## src/hw/rtl/sati_pkg.sv

```systemverilog
package sati_pkg;

    // table geometry
    localparam int TABLE_DEPTH_DEFAULT = 16;
    localparam int ADDR_W              = 48;

    // result fields
    localparam int STATUS_W    = 2;
    localparam int FIELD_W     = 5;
    localparam int IN_TDATA_W  = 48;
    localparam int OUT_TDATA_W = 16;

    // result status codes
    typedef enum logic [STATUS_W-1:0] {
        ST_INSERTED = 2'd0,
        ST_PRESENT  = 2'd1,
        ST_FULL     = 2'd2
    } t_status;

endpackage

```

## src/hw/rtl/sati_store.sv

```systemverilog
module sati_store #(
    parameter int DEPTH = sati_pkg::TABLE_DEPTH_DEFAULT,
    parameter int AW    = (DEPTH > 1) ? $clog2(DEPTH) : 1
) (
    input  logic                      i_clk,
    input  logic                      i_rd_en,
    input  logic [AW-1:0]             i_rd_addr,
    output logic [sati_pkg::ADDR_W-1:0] o_rd_data,
    input  logic                      i_wr_en,
    input  logic [AW-1:0]             i_wr_addr,
    input  logic [sati_pkg::ADDR_W-1:0] i_wr_data
);

    logic [sati_pkg::ADDR_W-1:0] r_mem [DEPTH];
    logic [sati_pkg::ADDR_W-1:0] r_rd_data;

    // one write port
    always_ff @(posedge i_clk) begin
        if (i_wr_en) begin
            r_mem[i_wr_addr] <= i_wr_data;
        end
    end

    // one read port, registered data
    always_ff @(posedge i_clk) begin
        if (i_rd_en) begin
            r_rd_data <= r_mem[i_rd_addr];
        end
    end

    assign o_rd_data = r_rd_data;

endmodule

```

## src/hw/rtl/sorted_address_table_insert.sv

```systemverilog
// Sorted address table: keeps up to TABLE_DEPTH 48-bit addresses in ascending
// order in a single-port-read, single-port-write memory and answers every
// request with one result (status, slot, new entry count). One request is
// worked at a time. The memory read port sets the pace: the search reads one
// entry per cycle from slot 0 until it meets an entry not below the address,
// and an insert below the top then moves the entries above the insertion
// point up one slot per cycle. Each request goes through the search (S_SCAN),
// then, for an insert below the top, the move and write (S_SHIFT), then the
// load of the result into the output register (S_RESULT); an append at the
// top, a duplicate and a drop on a full table go from the search straight to
// S_RESULT. S_RESULT waits while the output register still holds the
// previous result. A finished result waits in the output register while the
// next request is accepted and searched.
module sorted_address_table_insert #(
    parameter int TABLE_DEPTH = sati_pkg::TABLE_DEPTH_DEFAULT
) (
    input  logic                            i_clk,
    input  logic                            i_rst_n,
    // request: [47:0] address
    input  logic                            i_s_tvalid,
    output logic                            o_s_tready,
    input  logic [sati_pkg::IN_TDATA_W-1:0] i_s_tdata,
    // result: [1:0] status, [6:2] slot, [11:7] entry_count, [15:12] zero
    output logic                            o_m_tvalid,
    input  logic                            i_m_tready,
    output logic [sati_pkg::OUT_TDATA_W-1:0] o_m_tdata
);

    localparam int AW = (TABLE_DEPTH > 1) ? $clog2(TABLE_DEPTH) : 1;
    localparam int CW = $clog2(TABLE_DEPTH + 1);
    localparam logic [CW-1:0] DEPTH_C = CW'(TABLE_DEPTH);

    typedef enum logic [3:0] {
        S_IDLE   = 4'b0001,
        S_SCAN   = 4'b0010,
        S_SHIFT  = 4'b0100,
        S_RESULT = 4'b1000
    } t_state;

    t_state r_state, n_state;

    logic [CW-1:0]               r_count, n_count;
    logic [sati_pkg::ADDR_W-1:0] r_addr, n_addr;
    logic [CW-1:0]               r_issue, n_issue;
    logic [AW-1:0]               r_cmp, n_cmp;
    logic                        r_pend, n_pend;
    logic [CW-1:0]               r_pos, n_pos;
    logic [CW-1:0]               r_src, n_src;
    logic [AW-1:0]               r_wdst, n_wdst;
    logic                        r_wpend, n_wpend;
    sati_pkg::t_status           r_res_status, n_res_status;
    logic [CW-1:0]               r_res_slot, n_res_slot;
    logic                        r_m_tvalid, n_m_tvalid;
    logic [sati_pkg::OUT_TDATA_W-1:0] r_m_tdata, n_m_tdata;

    logic                        rd_en;
    logic [AW-1:0]               rd_addr;
    logic [sati_pkg::ADDR_W-1:0] rd_data;
    logic                        wr_en;
    logic [AW-1:0]               wr_addr;
    logic [sati_pkg::ADDR_W-1:0] wr_data;

    logic          s_accept;
    logic          hit;
    logic          equal;
    logic [CW-1:0] pos_found;
    logic [CW-1:0] src_m1;

    assign s_accept  = i_s_tvalid && (r_state == S_IDLE);
    assign hit       = r_pend && (rd_data >= r_addr);
    assign equal     = r_pend && (rd_data == r_addr);
    assign pos_found = hit ? CW'(r_cmp) : r_count;
    assign src_m1    = r_src - 1'b1;

    // address memory
    sati_store #(
        .DEPTH (TABLE_DEPTH),
        .AW    (AW)
    ) u_store (
        .i_clk     (i_clk),
        .i_rd_en   (rd_en),
        .i_rd_addr (rd_addr),
        .o_rd_data (rd_data),
        .i_wr_en   (wr_en),
        .i_wr_addr (wr_addr),
        .i_wr_data (wr_data)
    );

    // sequencer: search, move up, place, report
    always_comb begin
        n_state      = r_state;
        n_count      = r_count;
        n_addr       = r_addr;
        n_issue      = r_issue;
        n_cmp        = r_cmp;
        n_pend       = r_pend;
        n_pos        = r_pos;
        n_src        = r_src;
        n_wdst       = r_wdst;
        n_wpend      = r_wpend;
        n_res_status = r_res_status;
        n_res_slot   = r_res_slot;
        n_m_tvalid   = r_m_tvalid;
        n_m_tdata    = r_m_tdata;
        rd_en        = 1'b0;
        rd_addr      = '0;
        wr_en        = 1'b0;
        wr_addr      = r_pos[AW-1:0];
        wr_data      = r_addr;

        // output register drains independently
        if (r_m_tvalid && i_m_tready) begin
            n_m_tvalid = 1'b0;
        end

        case (r_state)
            S_IDLE: begin
                if (s_accept) begin
                    // read slot 0 right away
                    n_addr  = i_s_tdata[sati_pkg::ADDR_W-1:0];
                    rd_en   = 1'b1;
                    rd_addr = '0;
                    n_cmp   = '0;
                    n_pend  = (r_count != '0);
                    n_issue = CW'(1);
                    n_state = S_SCAN;
                end
            end
            S_SCAN: begin
                // keep one read in flight ahead of the compare
                if (r_issue < r_count) begin
                    rd_en   = 1'b1;
                    rd_addr = r_issue[AW-1:0];
                    n_cmp   = r_issue[AW-1:0];
                    n_issue = r_issue + 1'b1;
                    n_pend  = 1'b1;
                end else begin
                    n_pend = 1'b0;
                end
                if (hit || !r_pend) begin
                    if (equal) begin
                        n_res_status = sati_pkg::ST_PRESENT;
                        n_res_slot   = CW'(r_cmp);
                        n_state      = S_RESULT;
                    end else if (r_count == DEPTH_C) begin
                        n_res_status = sati_pkg::ST_FULL;
                        n_res_slot   = '0;
                        n_state      = S_RESULT;
                    end else if (pos_found == r_count) begin
                        // append at the top, nothing to move
                        wr_en        = 1'b1;
                        wr_addr      = pos_found[AW-1:0];
                        n_count      = r_count + 1'b1;
                        n_res_status = sati_pkg::ST_INSERTED;
                        n_res_slot   = pos_found;
                        n_state      = S_RESULT;
                    end else begin
                        n_pos   = pos_found;
                        n_src   = r_count;
                        n_wpend = 1'b0;
                        n_state = S_SHIFT;
                    end
                end
            end
            S_SHIFT: begin
                // read slot k-1, write it to slot k next cycle, top down
                if (r_src > r_pos) begin
                    rd_en   = 1'b1;
                    rd_addr = src_m1[AW-1:0];
                    n_wdst  = r_src[AW-1:0];
                    n_src   = src_m1;
                    n_wpend = 1'b1;
                end else begin
                    n_wpend = 1'b0;
                end
                if (r_wpend) begin
                    wr_en   = 1'b1;
                    wr_addr = r_wdst;
                    wr_data = rd_data;
                end else if (r_src == r_pos) begin
                    // gap open: place the new address
                    wr_en        = 1'b1;
                    wr_addr      = r_pos[AW-1:0];
                    n_count      = r_count + 1'b1;
                    n_res_status = sati_pkg::ST_INSERTED;
                    n_res_slot   = r_pos;
                    n_state      = S_RESULT;
                end
            end
            S_RESULT: begin
                if (!r_m_tvalid || i_m_tready) begin
                    n_m_tvalid = 1'b1;
                    n_m_tdata  = {
                        {(sati_pkg::OUT_TDATA_W - sati_pkg::STATUS_W
                          - 2 * sati_pkg::FIELD_W){1'b0}},
                        sati_pkg::FIELD_W'(r_count),
                        sati_pkg::FIELD_W'(r_res_slot),
                        r_res_status
                    };
                    n_state    = S_IDLE;
                end
            end
            default: begin
                n_state = S_IDLE;
            end
        endcase
    end

    // control registers
    always_ff @(posedge i_clk) begin
        if (!i_rst_n) begin
            r_state    <= S_IDLE;
            r_count    <= '0;
            r_pend     <= 1'b0;
            r_wpend    <= 1'b0;
            r_m_tvalid <= 1'b0;
        end else begin
            r_state    <= n_state;
            r_count    <= n_count;
            r_pend     <= n_pend;
            r_wpend    <= n_wpend;
            r_m_tvalid <= n_m_tvalid;
        end
    end

    // working and payload registers
    always_ff @(posedge i_clk) begin
        r_addr       <= n_addr;
        r_issue      <= n_issue;
        r_cmp        <= n_cmp;
        r_pos        <= n_pos;
        r_src        <= n_src;
        r_wdst       <= n_wdst;
        r_res_status <= n_res_status;
        r_res_slot   <= n_res_slot;
        r_m_tdata    <= n_m_tdata;
    end

    assign o_s_tready = (r_state == S_IDLE);
    assign o_m_tvalid = r_m_tvalid;
    assign o_m_tdata  = r_m_tdata;

endmodule

```

## config.mk

```make
export PLATFORM = sky130hd
export DESIGN_NAME = sorted_address_table_insert
export DESIGN_NICKNAME = d
export VERILOG_FILES = /design/src/hw/rtl/sati_pkg.sv /design/src/hw/rtl/sati_store.sv /design/src/hw/rtl/sorted_address_table_insert.sv
export SDC_FILE = /design/constraint.sdc
export NUM_CORES = 1
export LEC_CHECK = 0
export BUFFER_PORTS_ARGS = -buffer_cell sky130_fd_sc_hd__buf_4
export CORE_UTILIZATION = 50
export CTS_CLUSTER_SIZE = 10
export DETAILED_ROUTE_END_ITERATION = 6
export PLACE_DENSITY = 0.67
export REMOVE_ABC_BUFFERS = 1
export SYNTH_ARGS = -nofsm -noshare
export SYNTH_HDL_FRONTEND = slang
export SYNTH_SLANG_ARGS = --single-unit
```

## constraint.sdc

```tcl
create_clock -name i_clk -period 8.5 [get_ports i_clk]
set_input_delay 1.275 -clock i_clk [delete_from_list [all_inputs] [get_ports i_clk]]
set_output_delay 1.275 -clock i_clk [all_outputs]
set_load 0.02 [all_outputs]
```

## Word-level counts from Yosys, hierarchy flattened

Memory sizes are Yosys's and may differ from the RTL's. A register that Yosys moved wholly into a read port is not among the register bits.
Index checks and enable logic that the tools add are counted.

- Bits in registers: 102
- Word-level logic and storage cells: 143
- Memories kept: 1
- Output and inout bits: 18
- Input port bits: 52
- RAM bits: 768

- Add/subtract/negate cells: 3
- $lt $le $gt $ge: 3
- Bitwise gates (word level): 3
- Reduce and logical (&&, ||, !) cells: 22
- Equal/unequal tests: 20
- Muxes and demuxes: 77

Memory list:

| memory | words | width | rd ports | clocked after memory_dff | wr ports | line | RTL |
|---|---|---|---|---|---|---|---|
| u_store.r_mem | 16 | 48 | 1 | 1 | 1 | sati_store.sv:14 | `logic [sati_pkg::ADDR_W-1:0] r_mem [DEPTH];` |

Operator list:

| kind | number |
|---|---|
| $mux W5 | 20 |
| $mux W48 | 2 |
| $mux W4 | 17 |
| $eq A48 B48 Y1 | 1 |
| $ge A48 B48 Y1 | 1 |
| $pmux W5 S2 | 4 |
| $pmux W4 S2 | 3 |
| $ne A2 B2 Y1 const B | 10 |
| $reduce_and A5 Y1 | 4 |
| $mux W1 | 19 |
| $pmux W4 S4 | 1 |
| $mux W2 | 6 |
| $add A5 B1 Y5 const B | 2 |
| $eq A5 B5 Y1 | 2 |
| $reduce_and A2 Y1 | 4 |
| $reduce_and A7 Y1 | 1 |
| $pmux W1 S2 | 3 |
| $reduce_and A6 Y1 | 1 |
| $eq A5 B5 Y1 const B | 1 |
| $gt A5 B5 Y1 | 1 |
| $lt A5 B5 Y1 | 1 |
| $reduce_bool A5 Y1 | 1 |
| $sub A5 B1 Y5 const B | 1 |
| $eq A4 B1 Y1 const B | 1 |
| 13 further kinds | 21 |

## Depth between registers and ports, before layout

Gate-level depths: netlist of run 1.

- Depth after elaboration: 11
- Mapped depth: 14
- Depth with buffers taken out: 10

## Modules after synthesis

From an unflattened synthesis of run 1, not the netlist that was laid out.

- Cells, all modules: 1775
- Area total of the unflattened synthesis: 36208.5 um2

By module, submodules not included:

| module | times used | area an instance (um2) | cells each |
|---|---|---|---|
| sati_store | 1 | 30175.2 | 1242 |
| sorted_address_table_insert | 1 | 6033.3 | 533 |

## Least setup slack after synthesis of run 1

Ideal clock, no wire load.

- Path type: register -> register
- Start point: register u_store.r_rd_data (netlist bit u_store.o_rd_data[31]), read port of u_store.r_mem
- End point: memory u_store.r_mem[0][0] in the netlist's numbering, enable pin
- Slack: 402 ps
- Cell stages (with the launch flop): 11
- Setup time: 574 ps
- Arrival: 7524 ps
- Clock period less this slack: 8098 ps
- Cell sequence: edfxtp_1 > ha_1 > nand4_1 > or4b_2 > nor2_1 > o41a_1 > nor4_1 > o211ai_1 > or3b_2 > clkbuf_1 > nor4_1

- Word-level cells in the longest chain between the ends: 11
- Elaborated cells between the ends (all ways): 19
- Classes of those cells: 1 x order compare; 2 x eq/ne; 13 x mux; 3 x reduce/logical

RTL lines:

| item | line | RTL |
|---|---|---|
| start, declared | sati_store.sv:15 | `logic [sati_pkg::ADDR_W-1:0] r_rd_data;` |
| $ge A48 B48 Y1 | sorted_address_table_insert.sv:70 | `assign hit = r_pend && (rd_data >= r_addr);` |
| $logic_and A1 B1 Y1 | sorted_address_table_insert.sv:70 |  |
| $mux W5 | sorted_address_table_insert.sv:72 | `assign pos_found = hit ? CW'(r_cmp) : r_count;` |
| $eq A5 B5 Y1 | sorted_address_table_insert.sv:149 | `end else if (pos_found == r_count) begin` |
| $mux W1 | sorted_address_table_insert.sv:149 |  |
| $mux W1 | sorted_address_table_insert.sv:145 | `end else if (r_count == DEPTH_C) begin` |
| $mux W1 | sorted_address_table_insert.sv:141 | `if (equal) begin` |
| $mux W1 | sorted_address_table_insert.sv:140 | `if (hit \|\| !r_pend) begin` |
| $pmux W1 S2 | sorted_address_table_insert.sv:116 | `case (r_state)` |
| $mux W1 | sati_store.sv:19 | `if (i_wr_en) begin` |
| $mux W1 (not written as such) | sati_store.sv:20 | `r_mem[i_wr_addr] <= i_wr_data;` |
| end, declared | sati_store.sv:14 |  |

Parallel ways exist; a longest one is shown, timed or not.

## Final worst setup path of run 1

- Start point: register r_state[3]
- End point: register u_store.r_rd_data (netlist bit u_store.o_rd_data[44]), read port of u_store.r_mem (data pin)

- Word-level cells in the longest chain between the ends: 4
- Elaborated cells between the ends (all ways): 7
- Classes of those cells: 3 x eq/ne; 3 x mux; 1 x reduce/logical

RTL lines:

| item | line | RTL |
|---|---|---|
| start, declared | sorted_address_table_insert.sv:40 | `t_state r_state, n_state;` |
| start signal, assigned | sorted_address_table_insert.sv:218 | `r_state <= n_state;` |
| $eq A4 B1 Y1 | sorted_address_table_insert.sv:69, sorted_address_table_insert.sv:116 |  |
| $logic_and A1 B1 Y1 | sorted_address_table_insert.sv:69 | `assign s_accept = i_s_tvalid && (r_state == S_IDLE);` |
| $mux W1 | sorted_address_table_insert.sv:118 | `if (s_accept) begin` |
| $pmux W1 S3 | sorted_address_table_insert.sv:116 |  |

Parallel ways exist; a longest one is shown, timed or not.
A chain may end at the register's enable or synchronous reset.

==> results of run 1 <==
synthesized netlist by cell type (all sizes together), types with 12 or more instances:
cell type	count
a2111oi	193
a211oi	101
a21oi	24
a311oi	96
and3	193
buf	45
clkbuf	161
dfxtp	12
edfxtp	906
ha	61
inv	68
mux2i	102
nand2	278
nand3	14
nand4	14
nor2	26
nor3	12
nor4	24
o21ai	71
or4	52
worst max-delay path by stage:
stage,to,startpoint,cells after the start
floorplan,u_store.o_rd_data[16],r_count[3],9
global placement,u_store.o_rd_data[8],r_count[1],11
detailed placement,u_store.o_rd_data[17],r_state[3],10
CTS,u_store.o_rd_data[33],r_state[3],10
global route,u_store.r_mem[1][6],r_addr[29],11
finish,u_store.o_rd_data[44],r_state[3],10
metal layers:
metal | global-route usage, % | routed length, um
met4 | 8.88 | 2810
met1 | 35.7 | 41300
met3 | 4.02 | 7960
met2 | 40.1 | 46600
met5 | 0 | 0
state kept, by name, summed over array words and instances, names as in the netlist:
name and flops:
u_store.r_mem 768, r_pend 1, r_src 5, r_state 4
u_store.o_rd_data 48, o_m_tvalid 1, r_wdst 4, r_res_slot 5
r_res_status 2, r_addr 48, r_cmp 4, r_count 5
r_pos 5, r_issue 5, o_m_tdata 12, r_wpend 1
worst max-delay path, delay by kind of cell (launching register included):
| family | cells | cell delay, ns |
|---|---|---|
| compound gates | 3 | 0.54 |
| simple gates | 4 | 2.72 |
| mux | 1 | 0.30 |
| buf+inv | 2 | 1.12 |
| flops | 1 | 0.36 |
final cells by class:
| type | instances | area share (%) |
|---|---|---|
| Sequential cell | 918 | 64.5 |
| Multi-Input combinational cell | 1362 | 22.8 |
| Clock buffer | 124 | 6.30 |
| Tap cell | 969 | 2.85 |
| Timing Repair Buffer | 148 | 2.73 |
| Inverter | 68 | 0.600 |
| Clock inverter | 6 | 0.232 |
power by group through the flow:
stage          logic, W  registers, W  clock network, W
2_1_floorplan  0.000169       0.00515                 0
3_3_place_gp   0.000300       0.00516                 0
3_5_place_dp   0.000310       0.00516                 0
4_1_cts        0.000312       0.00507           0.00388
5_1_grt        0.000342       0.00507           0.00404
6_report       0.000314       0.00507           0.00383
kinds of logic (layout without fill, tap and decap cells):
| logic type | Yosys count | after routing | share of synthesized area, % |
|---|---|---|---|
| buffers and inverters | 274 | 346 | 2.91 |
| adder cells (fa/ha/maj) | 61 | 61 | 2.01 |
| multiplexers | 105 | 105 | 2.77 |
| AND/OR/NAND/NOR | 648 | 648 | 8.84 |
| flip-flops | 918 | 918 | 72.1 |
| other | 1 | 4 | 0.00986 |
| AO/OA/AOI/OAI | 533 | 533 | 11.1 |
| XOR/XNOR | 11 | 11 | 0.253 |
per-stage QoR:
| stage | cell area [um^2] | std cells | power [W] |
|---|---|---|---|
| after floorplan | 37200 | 2348 | 0.00532 |
| after global placement | 39800 | 3465 | 0.00546 |
| after detailed placement | 39800 | 3465 | 0.00547 |
| after CTS | 42500 | 3595 | 0.00925 |
| after global routing | 42500 | 3595 | 0.00945 |
| final | 42500 | 3595 | 0.00921 |
==> qor.txt, run 1 <==
Status - finished clean
CTS Root Buffer Type - clkbuf_16
Setup TNS - 0 ns
Slew Viols, Final - 0
First-pass GRT wire length - 147000 um
Crit-path cells - or4b_1 -> or3_1 -> a211oi_2 -> o21ai_4 -> buf_12 -> nand2_4 -> buf_4 -> mux2i_1 -> a211oi_1 -> or4_1
Comb power frac - 3.4%
Post-Route WL - 98700 um
WL per Instance - 27.4 um
Internal - 0.00732 W
Critical Path Source Type - flip-flop
Initial DRC count - 2995
HP Class - flip-flop to flip-flop
All-layer global routing usage - 25.3%
Core area - 74800 um^2
Yosys Warn Count - 0
Cells after synthesis - 2551
Area of the multi-input gates - 9680 um^2
Crit path max fanout - 194
Starting density of the core - 50.9%
Initial antenna violation count - 0
Seq. cell area - 27400 um^2
Final WS setup - 2.90 ns
Placer Congestion - 0.826
RSZ-0062 raised after global routing - no
Hold Path Depth - 0
Inserted Clock Buffers - 103
Vias - 23800
Hold Path End - o_m_tdata[4]
Synth top area share - 71.5%
Clk buf depth - 3
I/O Buffers - 65
WP data required - 8.91 ns
R2r startpoint - r_state[3]
Register bit total from synthesis - 918
Final Skew - 0.0306 ns
Switching fraction of total power - 20.5%
Final setup viols - 0
Syn-to-layout area delta - 11.8%
Synth cell types - 63
Crit path capture type - flip-flop
Pre-CTS setup slack - 3.14 ns
VDD IR max - 177 uV
Post-synth top flop - edfxtp_1
Max Freq - 0.179 GHz
Syn avg cell area - 14.9 um^2
Io pins - 70
Register area share after synthesis - 72.1%
Vias in the first global route - 23300
Die Footprint - 77200 um^2
Reg2Reg Depth - 10
Final Cycle Share - 65.9%
Largest area contributor in the netlist - edfxtp_1
Ys async rst share - 0%
Final Hold Fails - 0
Gr ovfl total - 0
Crit path largest cell delay - 1.02 ns
Number of enable flip-flop cells after synthesis - 906
Worst-path clk slew - 0.06 ns
Flop-to-flop setup slack - 2.90 ns
Most common cell after layout, fill and taps aside - edfxtp_1
WHS - 0.419 ns
DR vias/cell - 6.61
Later-pin clock latency in the skew report - 0.67 ns
Kind of critical path - flip-flop to flip-flop
Cts hold-fix bufs - 0
Worst slew margin - 20.0%
CTS tree - yes
Fillers - 5776
Leak - 13.9 nW
Reg2Reg Capture Point - u_store.o_rd_data[44]
Final #Nets - 2714
Number of H-tree levels - 3
Clock power frac - 41.6%
# rows - 100
HP Start - r_res_slot[2]
Area contributors post-synth - edfxtp_1, a2111oi_0, and3_1
WP data arrival - 6.01 ns
Chip height - 278 um
Fraction of layout cells with a size suffix above 1 - 11.4%
Worst Max-Slew Pin Slew - 1.20 ns
Final Util - 56.8%
Die width - 278 um
Worst path slowest cell - nand2_4
Initial DRT Pass Iterations - 5
Crit path time final - 5.60 ns
DRC - 0
Seq pwr share - 55.0%
Mapped Area - 38000 um^2
Most frequent cells in the layout - edfxtp_1, nand2_1, and3_1
MaxCap Viol Count - 0
Psw - 0.00189 W
Final HPWL DP - 46400 um
Routed Antenna Nets - 0
Setup Buffers After CTS - 0
PwrDens - 217 nW/um^2
Ant. Diodes - 0
Num Clock Sinks - 918
Post-CTS sizing - 0
Largest net degree at the start of global routing - 195
(Power assumes the default switching activity.)
==> run 2: changes to the inputs <==
- PLACE_DENSITY: 0.67 -> 0.65
- clock period: 8.5 -> 5.2 ns (I/O delays scaled with it)
==> qor.txt, run 2 (synthesis results as in run 1) <==
VDD IR max - 246 uV (+39%)
Inserted Clock Buffers - 103 (unchanged)
Worst path buffer plus inverter count - 2 (unchanged)
CTS tree - yes
DP Cell Count - 3485 (+0.58%)
Clk buf depth - 3 (unchanged)
Gr ovfl total - 0 (unchanged)
Crit path max fanout - 19 (-90%)
WP data arrival - 5.07 ns (-0.94 ns)
RSZ-0062 raised after global routing - no
R2r startpoint - u_store.o_rd_data[35]
Vias in the first global route - 23700 (+1.6%)
Placer Congestion - 0.876 (+6.1%)
Status - finished clean
Cts hold-fix bufs - 0 (unchanged)
Syn-to-layout area delta - 13.2%
Most frequent cells in the layout - edfxtp_1, nand2_1, and3_1
Hold Path End - r_addr[43]
Io pins - 70 (unchanged)
Final Hold Fails - 0 (unchanged)
Switching fraction of total power - 20.3% (-0.20 points)
Crit path time final - 4.76 ns (-0.835 ns)
Number of H-tree levels - 3 (unchanged)
Starting density of the core - 50.9% (unchanged)
HP Start - i_s_tdata[43]
First-pass GRT wire length - 148000 um (+1.1%)
DR vias/cell - 6.58 (-0.51%)
Worst path slowest cell - o31ai_1
DRC - 0 (unchanged)
All-layer global routing usage - 25.4% (+0.094 points)
Most common cell after layout, fill and taps aside - edfxtp_1
MaxCap Viol Count - 0 (unchanged)
Crit path capture type - flip-flop
WHS - 0.286 ns (-0.132 ns)
Clock power frac - 41.9% (+0.3 points)
Setup TNS - 0 ns (unchanged)
Crit-path cells - ha_1 -> a21oi_1 -> o21ai_0 -> a2111oi_0 -> o31ai_1 -> buf_4 -> o31ai_1 -> mux2i_1 -> o32a_1 -> nor4_2 -> buf_4
Routed Antenna Nets - 0 (unchanged)
Later-pin clock latency in the skew report - 0.67 ns (about the same)
Final Skew - 0.0380 ns (+0.00738 ns)
Kind of critical path - flip-flop to flip-flop
HP Class - primary input to flip-flop
Post-CTS sizing - 0 (unchanged)
Final HPWL DP - 51200 um (+10%)
# rows - 100 (unchanged)
WL per Instance - 27.2 um (-0.81%)
Delay-heaviest family, CP - compound AO/OA/AOI/OAI gates
Worst-path clk slew - 0.05 ns (about the same)
Reg2Reg Capture Point - u_store.r_mem[9][21]
Critical Path Source Type - flip-flop
Initial antenna violation count - 0 (unchanged)
Psw - 0.00307 W (+63%)
Worst Max-Slew Pin Slew - 1.31 ns (+0.108 ns)
Largest Register - u_store.r_mem
Layout Cells excl Fill - 3616 (+0.58%)
Flop-to-flop setup slack - 0.44 ns (-2.47 ns)
Seq pwr share - 54.7% (-0.3 points)
Final Cycle Share - 91.6% (+26 points)
WP data required - 5.51 ns (-3.40 ns)
Vias - 23800 (+0.067%)
Setup Buffers After CTS - 0 (unchanged)
Slew Viols, Final - 0 (unchanged)
Core area - 74800 um^2 (unchanged)
Fraction of layout cells with a size suffix above 1 - 12.2% (+0.75 points)
Reg2Reg Depth - 11 (+1)
Leak - 14.1 nW (+1.4%)
Crit path largest cell delay - 0.63 ns (-0.39 ns)
I/O Buffers - 65 (unchanged)
Worst slew margin - 12.2% (-7.8 points)
Initial DRT Pass Iterations - 5 (unchanged)
Internal - 0.0121 W (+65%)
PwrDens - 351 nW/um^2 (+62%)
Tot Pwr - 0.0151 W (+64%)
Initial DRC count - 2653 (-11%)
Post-Route WL - 98400 um (-0.23%)
Die width - 278 um (unchanged)
Final setup viols - 0 (unchanged)
Final #Nets - 2734 (+0.74%)
Comb power frac - 3.4% (about the same)
Max Freq - 0.210 GHz (+18%)
Chip height - 278 um (unchanged)
CTS Root Buffer Type - clkbuf_16
Largest net degree at the start of global routing - 193 (-1.0%)
Max FFs per register - 768 (unchanged)
Num Clock Sinks - 918 (unchanged)
Hold Path Depth - 1 (+1)
Final Util - 57.5% (+0.70 points)
Die Footprint - 77200 um^2 (unchanged)
## run 2: cell types whose count changed in the layout (fill, tap and decap cells not counted), moves of 2 or more
cell      previous run  this run
buf_12               4        30
buf_4              144       138
clkbuf_1            20        15
clkinv_1             0         3
clkinv_2             2         0
inv_6                1         3
o21ai_0             62        58
o21ai_1              7        11
## run 2: worst reg2reg max path: cells and delay by family (launching register included)
| family | cells | cell delay (ns) |
|---|---|---|
| AND/OR/NAND/NOR | 1 | 0.50 |
| flip-flops | 1 | 0.39 |
| buffers and inverters | 2 | 0.61 |
| adder cells (fa/ha/maj) | 1 | 0.33 |
| AO/OA/AOI/OAI | 6 | 2.28 |
| multiplexers | 1 | 0.28 |
## run 2: power groups by stage
| stage | sequential (W) | combinational, W | clock (W) |
|---|---|---|---|
| final | 0.00828 | 0.000513 | 0.00633 |
| after CTS | 0.00828 | 0.000513 | 0.00643 |
| after global placement | 0.00842 | 0.000494 | 0 |
| after floorplan | 0.00842 | 0.000276 | 0 |
| after detailed placement | 0.00843 | 0.000511 | 0 |
| after global routing | 0.00828 | 0.000562 | 0.00668 |
## run 2: through the flow
step	area (um^2)	worst slack, ns
after floorplan	37200	-11.73
after global placement	40200	0.545
after detailed placement	40200	0.346
after CTS	43000	0.307
after global routing	43100	0.184
final	43100	0.437
## run 2: routing by layer
layer	vias up	GRT usage [%]	part of all wire (%)
li1	10400	-	-
met1	12100	36.3	43
met2	1137	40.5	47
met3	198	3.66	7.4
met4	0	7.88	2.7
met5	-	0	0
## run 2: final cells by class
| type | count | area, um^2 |
|---|---|---|
| Antenna cell | 1 | 2.50 |
| Sequential cell | 918 | 27400 |
| Timing Repair Buffer | 168 | 1640 |
| Fill cell | 5717 | 31800 |
| Inverter | 68 | 255 |
| Clock inverter | 9 | 118 |
| Tap cell | 969 | 1210 |
| Multi-Input combinational cell | 1362 | 9690 |
| Clock buffer | 121 | 2700 |
## run 2: how the worst max path moves through the flow
stage                          start               endpoint  slack [ns]  cells after the start
6_report       u_store.o_rd_data[35]   u_store.r_mem[9][21]        0.44                     11
5_1_grt                   r_addr[35]   u_store.r_mem[10][9]        0.18                     12
4_1_cts                   r_addr[35]   u_store.r_mem[1][18]        0.31                     13
3_5_place_dp              r_addr[35]   u_store.r_mem[1][19]        0.35                     13
3_3_place_gp   u_store.o_rd_data[35]   u_store.r_mem[1][29]        0.55                     12
2_1_floorplan             r_count[3]  u_store.o_rd_data[16]      -11.73                      9
